<file path="config.mk">
export PLATFORM = sky130hd
export DESIGN_NAME = modbus_rtu_request_framer_core
export DESIGN_NICKNAME = d
export VERILOG_FILES = /design/src/hdl/mrf_pkg.sv /design/src/hdl/modbus_rtu_request_framer_core.sv /design/src/hdl/mrf_ctrl.sv /design/src/hdl/mrf_dpath.sv
export SDC_FILE = /design/constraint.sdc
export NUM_CORES = 1
export LEC_CHECK = 0
export BUFFER_PORTS_ARGS = -buffer_cell sky130_fd_sc_hd__buf_2
export CAP_MARGIN = 20
export CORE_MARGIN = 2
export CORE_UTILIZATION = 35
export CTS_BUF_LIST = sky130_fd_sc_hd__clkbuf_8
export CTS_CLUSTER_SIZE = 8
export DETAILED_ROUTE_END_ITERATION = 7
export PLACE_DENSITY = 0.54
export SLEW_MARGIN = 25
export SYNTH_ARGS = -nofsm -noshare
export SYNTH_HDL_FRONTEND = slang
export SYNTH_SLANG_ARGS = --single-unit
</file>
<file path="constraint.sdc">
create_clock -name clk_i -period 5.9 [get_ports clk_i]
set_clock_uncertainty 0.2 [all_clocks]
set_input_delay 0 -clock clk_i [delete_from_list [all_inputs] [get_ports clk_i]]
set_output_delay 0 -clock clk_i [all_outputs]
set_load 0.01 [all_outputs]
</file>
<file path="src/hdl/mrf_pkg.sv">
// Modbus RTU request framer: shared types, codes and the CRC-16/Modbus byte step.
// Used by mrf_ctrl, mrf_dpath and modbus_rtu_request_framer_core. No dependencies.
package mrf_pkg;

  localparam logic [1:0] CMD_READ  = 2'd0;
  localparam logic [1:0] CMD_WR1   = 2'd1;
  localparam logic [1:0] CMD_WR2   = 2'd2;
  localparam logic [1:0] CMD_BAD   = 2'd3;

  localparam logic [7:0] FUNC_READ = 8'h03;
  localparam logic [7:0] FUNC_WR1  = 8'h06;
  localparam logic [7:0] FUNC_WR2  = 8'h10;

  localparam logic [15:0] CRC_INIT = 16'hFFFF;
  localparam logic [15:0] CRC_POLY = 16'hA001;

  localparam int unsigned IdxW = 4;
  localparam logic [IdxW-1:0] LAST_IDX_SHORT = 4'd5;
  localparam logic [IdxW-1:0] LAST_IDX_LONG  = 4'd10;

  typedef struct packed {
    logic [1:0]  cmd;
    logic [7:0]  dev_id;
    logic [15:0] start_addr;
    logic [15:0] count_or_value;
    logic [15:0] value_high;
    logic [15:0] value_low;
  } req_t;

  typedef struct packed {
    logic [7:0] tx_byte;
    logic       last_byte;
    logic       refused;
  } rsp_t;

  typedef enum logic [1:0] {
    SEL_BODY   = 2'd0,
    SEL_CRC_LO = 2'd1,
    SEL_CRC_HI = 2'd2,
    SEL_REFUSE = 2'd3
  } out_sel_e;

  typedef struct packed {
    logic     load;
    logic     advance;
    out_sel_e sel;
  } ctrl_t;

  typedef struct packed {
    logic body_last;
  } stat_t;

  function automatic logic [15:0] crc_byte(input logic [15:0] crc, input logic [7:0] b);
    logic [15:0] c;
    c = crc ^ {8'h00, b};
    for (int k = 0; k < 8; k++) begin
      if (c[0]) begin
        c = (c >> 1) ^ CRC_POLY;
      end else begin
        c = c >> 1;
      end
    end
    return c;
  endfunction

endpackage

</file>
<file path="src/hdl/modbus_rtu_request_framer_core.sv">
// Modbus RTU request framer top level: one request in, frame bytes out, one per cycle while out_stall_i is low.
// Latency: first byte is offered the cycle after the request is taken.
// Throughput: a new request is taken only in idle, once the last frame byte or the refusal
// has been taken; the rate is set by the one-byte output lane and byte-wise CRC.
// Reset: asynchronous active low; state machine idle, link_up cleared.
// Depends on mrf_pkg, mrf_ctrl, mrf_dpath.
module modbus_rtu_request_framer_core (
  input  logic          clk_i,
  input  logic          rst_ni,
  input  logic          cfg_we_i,
  input  logic          cfg_wdata_i,
  input  logic          in_valid_i,
  output logic          in_stall_o,
  input  mrf_pkg::req_t in_data_i,
  output logic          out_valid_o,
  input  logic          out_stall_i,
  output mrf_pkg::rsp_t out_data_o
);

  mrf_pkg::ctrl_t ctrl;
  mrf_pkg::stat_t stat;

  mrf_ctrl u_ctrl (
    .clk_i       (clk_i),
    .rst_ni      (rst_ni),
    .cfg_we_i    (cfg_we_i),
    .cfg_wdata_i (cfg_wdata_i),
    .in_valid_i  (in_valid_i),
    .in_cmd_i    (in_data_i.cmd),
    .in_stall_o  (in_stall_o),
    .out_valid_o (out_valid_o),
    .out_stall_i (out_stall_i),
    .stat_i      (stat),
    .ctrl_o      (ctrl)
  );

  mrf_dpath u_dpath (
    .clk_i  (clk_i),
    .rst_ni (rst_ni),
    .req_i  (in_data_i),
    .ctrl_i (ctrl),
    .stat_o (stat),
    .rsp_o  (out_data_o)
  );

  a_no_overlap: assert property (@(posedge clk_i) disable iff (!rst_ni)
    (in_valid_i && !in_stall_o) |-> !out_valid_o)
    else $error("request taken while frame in flight");

  a_refuse_last: assert property (@(posedge clk_i) disable iff (!rst_ni)
    (out_valid_o && out_data_o.refused) |-> out_data_o.last_byte)
    else $error("refusal not marked last");

  a_last_ends: assert property (@(posedge clk_i) disable iff (!rst_ni)
    (out_valid_o && !out_stall_i && out_data_o.last_byte) |=> !out_valid_o)
    else $error("output continues after last byte");

  a_load_idle: assert property (@(posedge clk_i) disable iff (!rst_ni)
    ctrl.load |-> (!in_stall_o && in_valid_i && !out_valid_o))
    else $error("datapath load outside an accepted request");

endmodule

</file>
<file path="src/hdl/mrf_ctrl.sv">
// Modbus RTU request framer: sequencing state machine and link_up register.
// Depends on mrf_pkg.
module mrf_ctrl (
  input  logic          clk_i,
  input  logic          rst_ni,
  input  logic          cfg_we_i,
  input  logic          cfg_wdata_i,
  input  logic          in_valid_i,
  input  logic [1:0]    in_cmd_i,
  output logic          in_stall_o,
  output logic          out_valid_o,
  input  logic          out_stall_i,
  input  mrf_pkg::stat_t stat_i,
  output mrf_pkg::ctrl_t ctrl_o
);

  typedef enum logic [4:0] {
    ST_IDLE   = 5'b00001,
    ST_BODY   = 5'b00010,
    ST_CRC_LO = 5'b00100,
    ST_CRC_HI = 5'b01000,
    ST_REFUSE = 5'b10000
  } state_e;

  state_e state_q, state_d;
  logic   link_up_q;
  logic   out_take;

  assign out_take = out_valid_o && !out_stall_i;

  always_comb begin
    state_d        = state_q;
    in_stall_o     = 1'b1;
    out_valid_o    = 1'b0;
    ctrl_o.load    = 1'b0;
    ctrl_o.advance = 1'b0;
    ctrl_o.sel     = mrf_pkg::SEL_BODY;
    unique case (state_q)
      ST_IDLE: begin
        in_stall_o = 1'b0;
        if (in_valid_i && in_cmd_i != mrf_pkg::CMD_BAD) begin
          if (link_up_q) begin
            ctrl_o.load = 1'b1;
            state_d     = ST_BODY;
          end else begin
            state_d = ST_REFUSE;
          end
        end
      end
      ST_BODY: begin
        out_valid_o    = 1'b1;
        ctrl_o.advance = out_take;
        if (out_take && stat_i.body_last) begin
          state_d = ST_CRC_LO;
        end
      end
      ST_CRC_LO: begin
        out_valid_o = 1'b1;
        ctrl_o.sel  = mrf_pkg::SEL_CRC_LO;
        if (out_take) begin
          state_d = ST_CRC_HI;
        end
      end
      ST_CRC_HI: begin
        out_valid_o = 1'b1;
        ctrl_o.sel  = mrf_pkg::SEL_CRC_HI;
        if (out_take) begin
          state_d = ST_IDLE;
        end
      end
      ST_REFUSE: begin
        out_valid_o = 1'b1;
        ctrl_o.sel  = mrf_pkg::SEL_REFUSE;
        if (out_take) begin
          state_d = ST_IDLE;
        end
      end
      default: begin
        state_d = ST_IDLE;
      end
    endcase
  end

  always_ff @(posedge clk_i or negedge rst_ni) begin
    if (!rst_ni) begin
      state_q   <= ST_IDLE;
      link_up_q <= 1'b0;
    end else begin
      state_q <= state_d;
      if (cfg_we_i) begin
        link_up_q <= cfg_wdata_i;
      end
    end
  end

endmodule

</file>
<file path="src/hdl/mrf_dpath.sv">
// Modbus RTU request framer: request holding register, byte index, byte mux, CRC.
// Depends on mrf_pkg.
module mrf_dpath (
  input  logic           clk_i,
  input  logic           rst_ni,
  input  mrf_pkg::req_t  req_i,
  input  mrf_pkg::ctrl_t ctrl_i,
  output mrf_pkg::stat_t stat_o,
  output mrf_pkg::rsp_t  rsp_o
);

  mrf_pkg::req_t             req_q;
  logic [15:0]               crc_q;
  logic [mrf_pkg::IdxW-1:0]  idx_q;
  logic [7:0]                body_byte;
  logic [7:0]                func;
  logic                      long_frame;

  assign long_frame = (req_q.cmd == mrf_pkg::CMD_WR2);

  always_comb begin
    case (req_q.cmd)
      mrf_pkg::CMD_READ: func = mrf_pkg::FUNC_READ;
      mrf_pkg::CMD_WR1:  func = mrf_pkg::FUNC_WR1;
      default:           func = mrf_pkg::FUNC_WR2;
    endcase
  end

  always_comb begin
    body_byte = 8'h00;
    case (idx_q)
      4'd0: body_byte = req_q.dev_id;
      4'd1: body_byte = func;
      4'd2: body_byte = req_q.start_addr[15:8];
      4'd3: body_byte = req_q.start_addr[7:0];
      4'd4: body_byte = long_frame ? 8'h00 : req_q.count_or_value[15:8];
      4'd5: body_byte = long_frame ? 8'h02 : req_q.count_or_value[7:0];
      4'd6: body_byte = 8'h04;
      4'd7: body_byte = req_q.value_high[15:8];
      4'd8: body_byte = req_q.value_high[7:0];
      4'd9: body_byte = req_q.value_low[15:8];
      4'd10: body_byte = req_q.value_low[7:0];
      default: body_byte = 8'h00;
    endcase
  end

  assign stat_o.body_last = long_frame ? (idx_q == mrf_pkg::LAST_IDX_LONG)
                                       : (idx_q == mrf_pkg::LAST_IDX_SHORT);

  always_comb begin
    rsp_o.tx_byte   = body_byte;
    rsp_o.last_byte = 1'b0;
    rsp_o.refused   = 1'b0;
    case (ctrl_i.sel)
      mrf_pkg::SEL_BODY:   rsp_o.tx_byte = body_byte;
      mrf_pkg::SEL_CRC_LO: rsp_o.tx_byte = crc_q[7:0];
      mrf_pkg::SEL_CRC_HI: begin
        rsp_o.tx_byte   = crc_q[15:8];
        rsp_o.last_byte = 1'b1;
      end
      default: begin
        rsp_o.tx_byte   = 8'h00;
        rsp_o.last_byte = 1'b1;
        rsp_o.refused   = 1'b1;
      end
    endcase
  end

  always_ff @(posedge clk_i or negedge rst_ni) begin
    if (!rst_ni) begin
      idx_q <= '0;
    end else if (ctrl_i.load) begin
      idx_q <= '0;
    end else if (ctrl_i.advance) begin
      idx_q <= idx_q + 1'b1;
    end
  end

  always_ff @(posedge clk_i) begin
    if (ctrl_i.load) begin
      req_q <= req_i;
      crc_q <= mrf_pkg::CRC_INIT;
    end else if (ctrl_i.advance) begin
      crc_q <= mrf_pkg::crc_byte(crc_q, body_byte);
    end
  end

endmodule

</file>
Yosys cells after proc, flatten, opt, wreduce, memory -nomap -nowiden
Cells that the tools add are included.
Word-level totals
  bits in read-only memories: 0
  memories: 0
  input bits: 80
  register bits after elaboration: 100
  output and inout bits: 12
  RAM bits: 0
  latch bits: 0
  logic and storage cells: 102
Operators by class
  magnitude comparators: 0
  shifts and indexed selects: 0
  add/subtract/negate cells: 1
  equal/unequal tests: 24
  muxes and demuxes: 45
  div/mod/pow operators: 0
  bitwise gates (word level): 9
  reductions and logical operators: 13
  multiply operators: 0
Operator list (number)
  16-bit two-way mux: 22
  8-bit case mux with 11 select lines: 1
  5-bit two-way mux: 5
  2-bit NOT with 3-bit output: 8
  8-bit case mux with 3 select lines: 1
  5-bit case mux with 4 select lines: 1
  4-bit by 3-bit equality test with 1-bit output (second input constant): 4
  8-bit two-way mux: 2
  16-bit by 8-bit bitwise XOR with 16-bit output: 1
  4-bit equality test (second input constant): 3
  5-bit case mux with 2 select lines: 1
  1-bit two-way mux: 9
  4-bit by 2-bit equality test with 1-bit output (second input constant): 2
  4-bit two-way mux: 2
  2-bit by 1-bit != test with 1-bit output (second input constant): 4
  2-bit case mux with 3 select lines: 1
  5-bit by 1-bit equality test with 1-bit output (second input constant): 1
  5-bit by 2-bit equality test with 1-bit output (second input constant): 1
  5-bit by 3-bit equality test with 1-bit output (second input constant): 1
  5-bit by 4-bit equality test with 1-bit output (second input constant): 1
  5-bit equality test (second input constant): 1
  4-bit by 1-bit adder with 4-bit output (second input constant): 1
  2-bit by 1-bit equality test with 1-bit output (second input constant): 2
  2-bit equality test (second input constant): 2
  11 further kinds: 15

Depth between registers and ports, before layout
  depth in word-level cells: 34
  gate-level depth with buffers: 12
  depth with buffers taken out: 10

By module
Synthesis repeated with hierarchy kept, for this count alone.
Second synthesis, totals
  cell total of the unflattened synthesis: 353
  area total of the unflattened synthesis: 4613.2 µm²
Modules (own cells, without submodules)
  mrf_dpath: instances 1, sequential area each 2642.5 µm², area an instance 4171.5 µm², cells an instance 304
  mrf_ctrl: instances 1, sequential area each 151.4 µm², area an instance 441.7 µm², cells an instance 49

Least setup slack after synthesis
OpenSTA, ideal clock, no wires.
  kind: reg2reg
  from: register u_ctrl.state_q[2]
  to: register u_dpath.req_q[0] (netlist name), enable pin
  cell stages (with the launch flop): 6
  data required time: 5.234 ns
  period minus slack after synthesis: 4.411 ns
  buffers on the path: 2
  arrival time: 3.746 ns
  setup slack: 1.489 ns
  setup time: 0.466 ns
  cell sequence: dfrtp_1 or3_1 nor3b_1 and3_1 clkbuf_1 clkbuf_1
RTL lines
  from (decl): line mrf_ctrl.sv:25  | state_e state_q, state_d;
  from (signal assigned): line mrf_ctrl.sv:89  | state_q <= state_d;
  to (signal assigned): line mrf_dpath.sv:81  | req_q <= req_i;
  to (decl): line mrf_dpath.sv:12  | mrf_pkg::req_t req_q;

Worst setup path in the final report
  from: register u_dpath.idx_q[1] (netlist name)
  to: register u_dpath.crc_q[0]
On the way
  longest elaborated chain between the ends: 26
  elaborated cells on any way between the ends: 42
  those cells by class: eq/ne: 10; mux: 23; bitwise: 8; reduce/logical: 1
Ends and longest elaborated chain
  from (decl): line mrf_dpath.sv:14  | logic [mrf_pkg::IdxW-1:0] idx_q;
  from (signal assigned): line mrf_dpath.sv:75  | idx_q <= idx_q + 1'b1;
  4-bit equality test (tied with other cells): line mrf_dpath.sv:31  | case (idx_q)
  8-bit case mux with 11 select lines *: line mrf_dpath.sv:31
  16-bit by 8-bit bitwise XOR with 16-bit output *: line mrf_pkg.sv:55  | c = crc ^ {8'h00, b};
  16-bit two-way mux *: line mrf_pkg.sv:57  | if (c[0]) begin
  16-bit two-way mux *: line mrf_dpath.sv:83  | end else if (ctrl_i.advance) begin
  16-bit two-way mux *: line mrf_dpath.sv:80  | if (ctrl_i.load) begin
  16-bit two-way mux *: line mrf_pkg.sv:57
  16-bit two-way mux *: line mrf_dpath.sv:83
  [... 10 more ...]
  16-bit two-way mux *: line mrf_pkg.sv:57
  16-bit two-way mux *: line mrf_dpath.sv:83
  16-bit two-way mux *: line mrf_dpath.sv:80
  2-bit NOT with 3-bit output (no line) or 16-bit two-way mux (tied branches)
  16-bit two-way mux *: line mrf_pkg.sv:57
  16-bit two-way mux *: line mrf_dpath.sv:83
  16-bit two-way mux *: line mrf_dpath.sv:80
  16-bit two-way mux *: line mrf_pkg.sv:57
  to (signal assigned): line mrf_dpath.sv:82  | crc_q <= mrf_pkg::CRC_INIT;
  to (signal assigned): line mrf_dpath.sv:84  | crc_q <= mrf_pkg::crc_byte(crc_q, body_byte);
  to (decl): line mrf_dpath.sv:13  | logic [15:0] crc_q;
Mark *: on every way between the ends. The rest lies on a longest branch, timed or not. The select of a mux whose other input is x is not followed.
A chain may end at the register's enable or synchronous reset.

==> results.sh <==
export IMPL_status="finished, final reports clean"
export IMPL_syn_inst=342
export IMPL_critPathTopFamily="XOR/XNOR gates"
export IMPL_cts_setup_buffers=0
export IMPL_power_density_nw_per_um2=460
export IMPL_fin_crit_sh_pct=61.2
export IMPL_drt_wl_total_mm=11.5
export IMPL_syn_num_nets=426
export IMPL_muxShareOfSynthArea_pct=2.58
export IMPL_place_area_um2=5050
export IMPL_fin_tns_setup_ns=0
export IMPL_grt_overflow=0
export IMPL_hold_path_class="primary input to flip-flop"
export IMPL_mostFrequentLayoutCell="buf_2"
export IMPL_synth_edff_count=74
export IMPL_slew_violations=0
export IMPL_synth_xor_area_share_pct=6.70
export IMPL_postCtsHoldBufs=81
export IMPL_routabilityCongestion=0.810
export IMPL_synth_compound_area_share_pct=11.6
export IMPL_critical_path_class="flip-flop to flip-flop"
export IMPL_start_kind="flip-flop"
export IMPL_synth_top_family_by_area="simple AND/OR/NAND/NOR gates"
export IMPL_cp_required_ns=5.98
export IMPL_grt_usage_pct=18.0
export IMPL_relSlewSlack_pct=36.5
export IMPL_setup_violations=0
export IMPL_crit_path_end_kind="flip-flop"
export IMPL_cts_resized=0
export IMPL_yosys_area_share_adder_pct=1.12
export IMPL_met2_length_mm=5.75
export IMPL_drtPass1Iterations=4
export IMPL_grt_pass1_wl_mm=18.0
export IMPL_nNetsFinal=590
export IMPL_clock_sinks=100
export IMPL_viasPerCell=4.83
export IMPL_core_area_um2=12500
export IMPL_wire_per_inst_um=16.8
export IMPL_synth_seq_cells=100
export IMPL_cap_violations=0
export IMPL_ant_nets=0
export IMPL_grt_start_max_net_pins=58
export IMPL_layout_area_overhead_vs_synth_pct=36.0
export IMPL_diodes=0
export IMPL_async_flop_share_pct=10.0
export IMPL_synth_top_cell_area_share_pct=49.8
export IMPL_die_area_um2=13700
export IMPL_io_buffers=91
export IMPL_cts_root_buf="clkbuf_8"
export IMPL_grt_pass1_vias=3472
export IMPL_ys_seq_area_share_pct=62.6
export IMPL_drc_errors=0
export IMPL_fin_ws_ns=2.29
export IMPL_worstMarginPinSlew_ns=0.949
export IMPL_initial_utilization_pct=35.7
export IMPL_cts_tree="built"
export IMPL_cpMaxStageDelayCell="ha_1"
export IMPL_wl_met1_mm=4.89
export IMPL_antenna_found_initial=0
export IMPL_crit_buf_inv=1
export IMPL_htree_levels=3
export IMPL_yosys_area_share_simple_pct=11.9
export IMPL_rows=41
export IMPL_dr_max_layer_used="met4"
export IMPL_worstPathArrival_ns=3.68
export IMPL_crit_fanout=17
export IMPL_crit_chain="inv_1, ha_1, a22oi_1, o311a_1, o32a_1, xnor2_2, xnor2_1, xnor3_2, xor3_1, o22a_1"
export IMPL_cts_buffer_depth=2
export IMPL_die_x_um=117
export IMPL_worstSkewPairLatency_ns=0.38
export IMPL_dp_worst_setup_slack_ns=2.13
export IMPL_fmax_ghz=0.277
export IMPL_met3WireLength_um=574
export IMPL_synth_avg_cell_area_um2=13.0
export IMPL_drive_above_1_share_pct=25.4
export IMPL_clk_pin_slew_ns=0.10
export IMPL_vias=3301
export IMPL_syn_area_um2=4460
export IMPL_pin_count=92
export IMPL_vdd_ir_drop_max_v=0.000265
export IMPL_hpwlAfterDp_mm=7.66
export IMPL_rsz0062_at_grt="false"
export IMPL_synth_area_top_cells="edfxtp_1 (50%), dfxtp_1 (7.2%), dfrtp_1 (5.0%), a22oi_1 (2.9%), nand2_1 (2.4%)"
export IMPL_synth_cell_types=55
export IMPL_cp_slowest_stage_delay_ns=0.58
export IMPL_yosys_area_top_type="edfxtp_1"
export IMPL_final_util_pct=48.5
export IMPL_leakage_nw=2.32
export IMPL_fillers=1165
export IMPL_die_h_um=117
export IMPL_cts_made_buffers=9
export IMPL_final_area_um2=6070
export IMPL_fin_crit_ns=3.61
export IMPL_ys_flop_type="edfxtp_1"
export IMPL_ys_warnings_count=0
export IMPL_hold_viol=0
export IMPL_drt_iter0_drc=258
export IMPL_layout_common_cells="buf_2 (91), dlygate4sd3_1 (81), edfxtp_1 (74), nand2_1 (28), a22oi_1 (17)"
-- kinds of logic after synthesis --
logic type,after synthesis
xor gates and xnor gates,25
adders and majority gates,4
and+or+nand+nor,98
muxes,11
buffers and inverters,29
DFF,100
AOI/OAI and AO/OA,75
-- routing by layer --
layer / vias to the layer above / track usage [%]
met5: - / 0
met4: 0 / 7.92
met3: 19 / 4.63
met2: 109 / 29.4
met1: 1553 / 22.6
li1: 1620 / -
-- final cells by class --
| cell class | instances | area (um2) | share of cell area, % |
|---|---|---|---|
| Sequential cell | 100 | 2800 | 46.1 |
| Timing Repair Buffer | 174 | 1300 | 21.4 |
| Multi-Input combinational cell | 213 | 1520 | 25.1 |
| Tap cell | 172 | 215 | 3.55 |
| Clock buffer | 9 | 124 | 2.04 |
| Inverter | 8 | 30.0 | 0.495 |
| Clock inverter | 7 | 81.3 | 1.34 |
-- state kept, by name, summed over array words and instances, names as in the netlist --
name	flops
u_dpath.req_q	74
u_dpath.idx_q	4
u_ctrl.link_up_q	1
u_ctrl.state_q	5
u_dpath.crc_q	16
-- Yosys cell counts (3+ instances only) --
cell / count
a221oi_1: 6
edfxtp_1: 74
nor4_2: 3
a222oi_1: 3
nand2b_1: 6
nor2b_1: 4
xor2_1: 8
o22ai_1: 4
buf_2: 8
mux2_2: 4
a21oi_1: 12
xnor2_1: 10
nand3_1: 7
inv_1: 8
or3_1: 5
nand3b_1: 4
nand4_1: 3
clkbuf_1: 7
nor3_1: 12
o32ai_1: 3
xnor2_2: 3
buf_4: 3
nand2_1: 28
dfrtp_1: 9
dfxtp_1: 16
o21ai_0: 15
a22oi_1: 17
nor3b_1: 4
ha_1: 4
mux2i_1: 7
nor2_1: 14
-- stage by stage --
stage | hold slack [ns] | total power, mW | instances
final | 0.121 | 2.79 | 683
after floorplan | -0.496 | 2.02 | 342
after global placement | -0.324 | 2.29 | 585
after global routing | 0.0902 | 2.97 | 683
after CTS | 0.0834 | 2.82 | 683
after detailed placement | -0.321 | 2.32 | 586
-- final timing paths --
kind	from	end	slack, ns	cells after the start
max	u_dpath.idx_q[1]	u_dpath.crc_q[0]	2.29	10
min	in_data_i[25]	u_dpath.req_q[25]	0.12	2
max reg2reg	u_dpath.idx_q[1]	u_dpath.crc_q[0]	2.29	10
min reg2reg	u_dpath.crc_q[11]	u_dpath.crc_q[3]	0.27	2
max in group asynchronous	rst_ni	u_dpath.idx_q[2]	4.20	4
min in group asynchronous	rst_ni	u_ctrl.state_q[0]	0.43	3
-- where the power goes --
part | leakage, nW | switching (mW) | internal (mW)
clock | 0.0997 | 0.255 | 0.203
combinational | 1.29 | 0.643 | 0.715
sequential | 0.933 | 0.0911 | 0.887
Note: power is estimated with default switching activity, not from simulation.
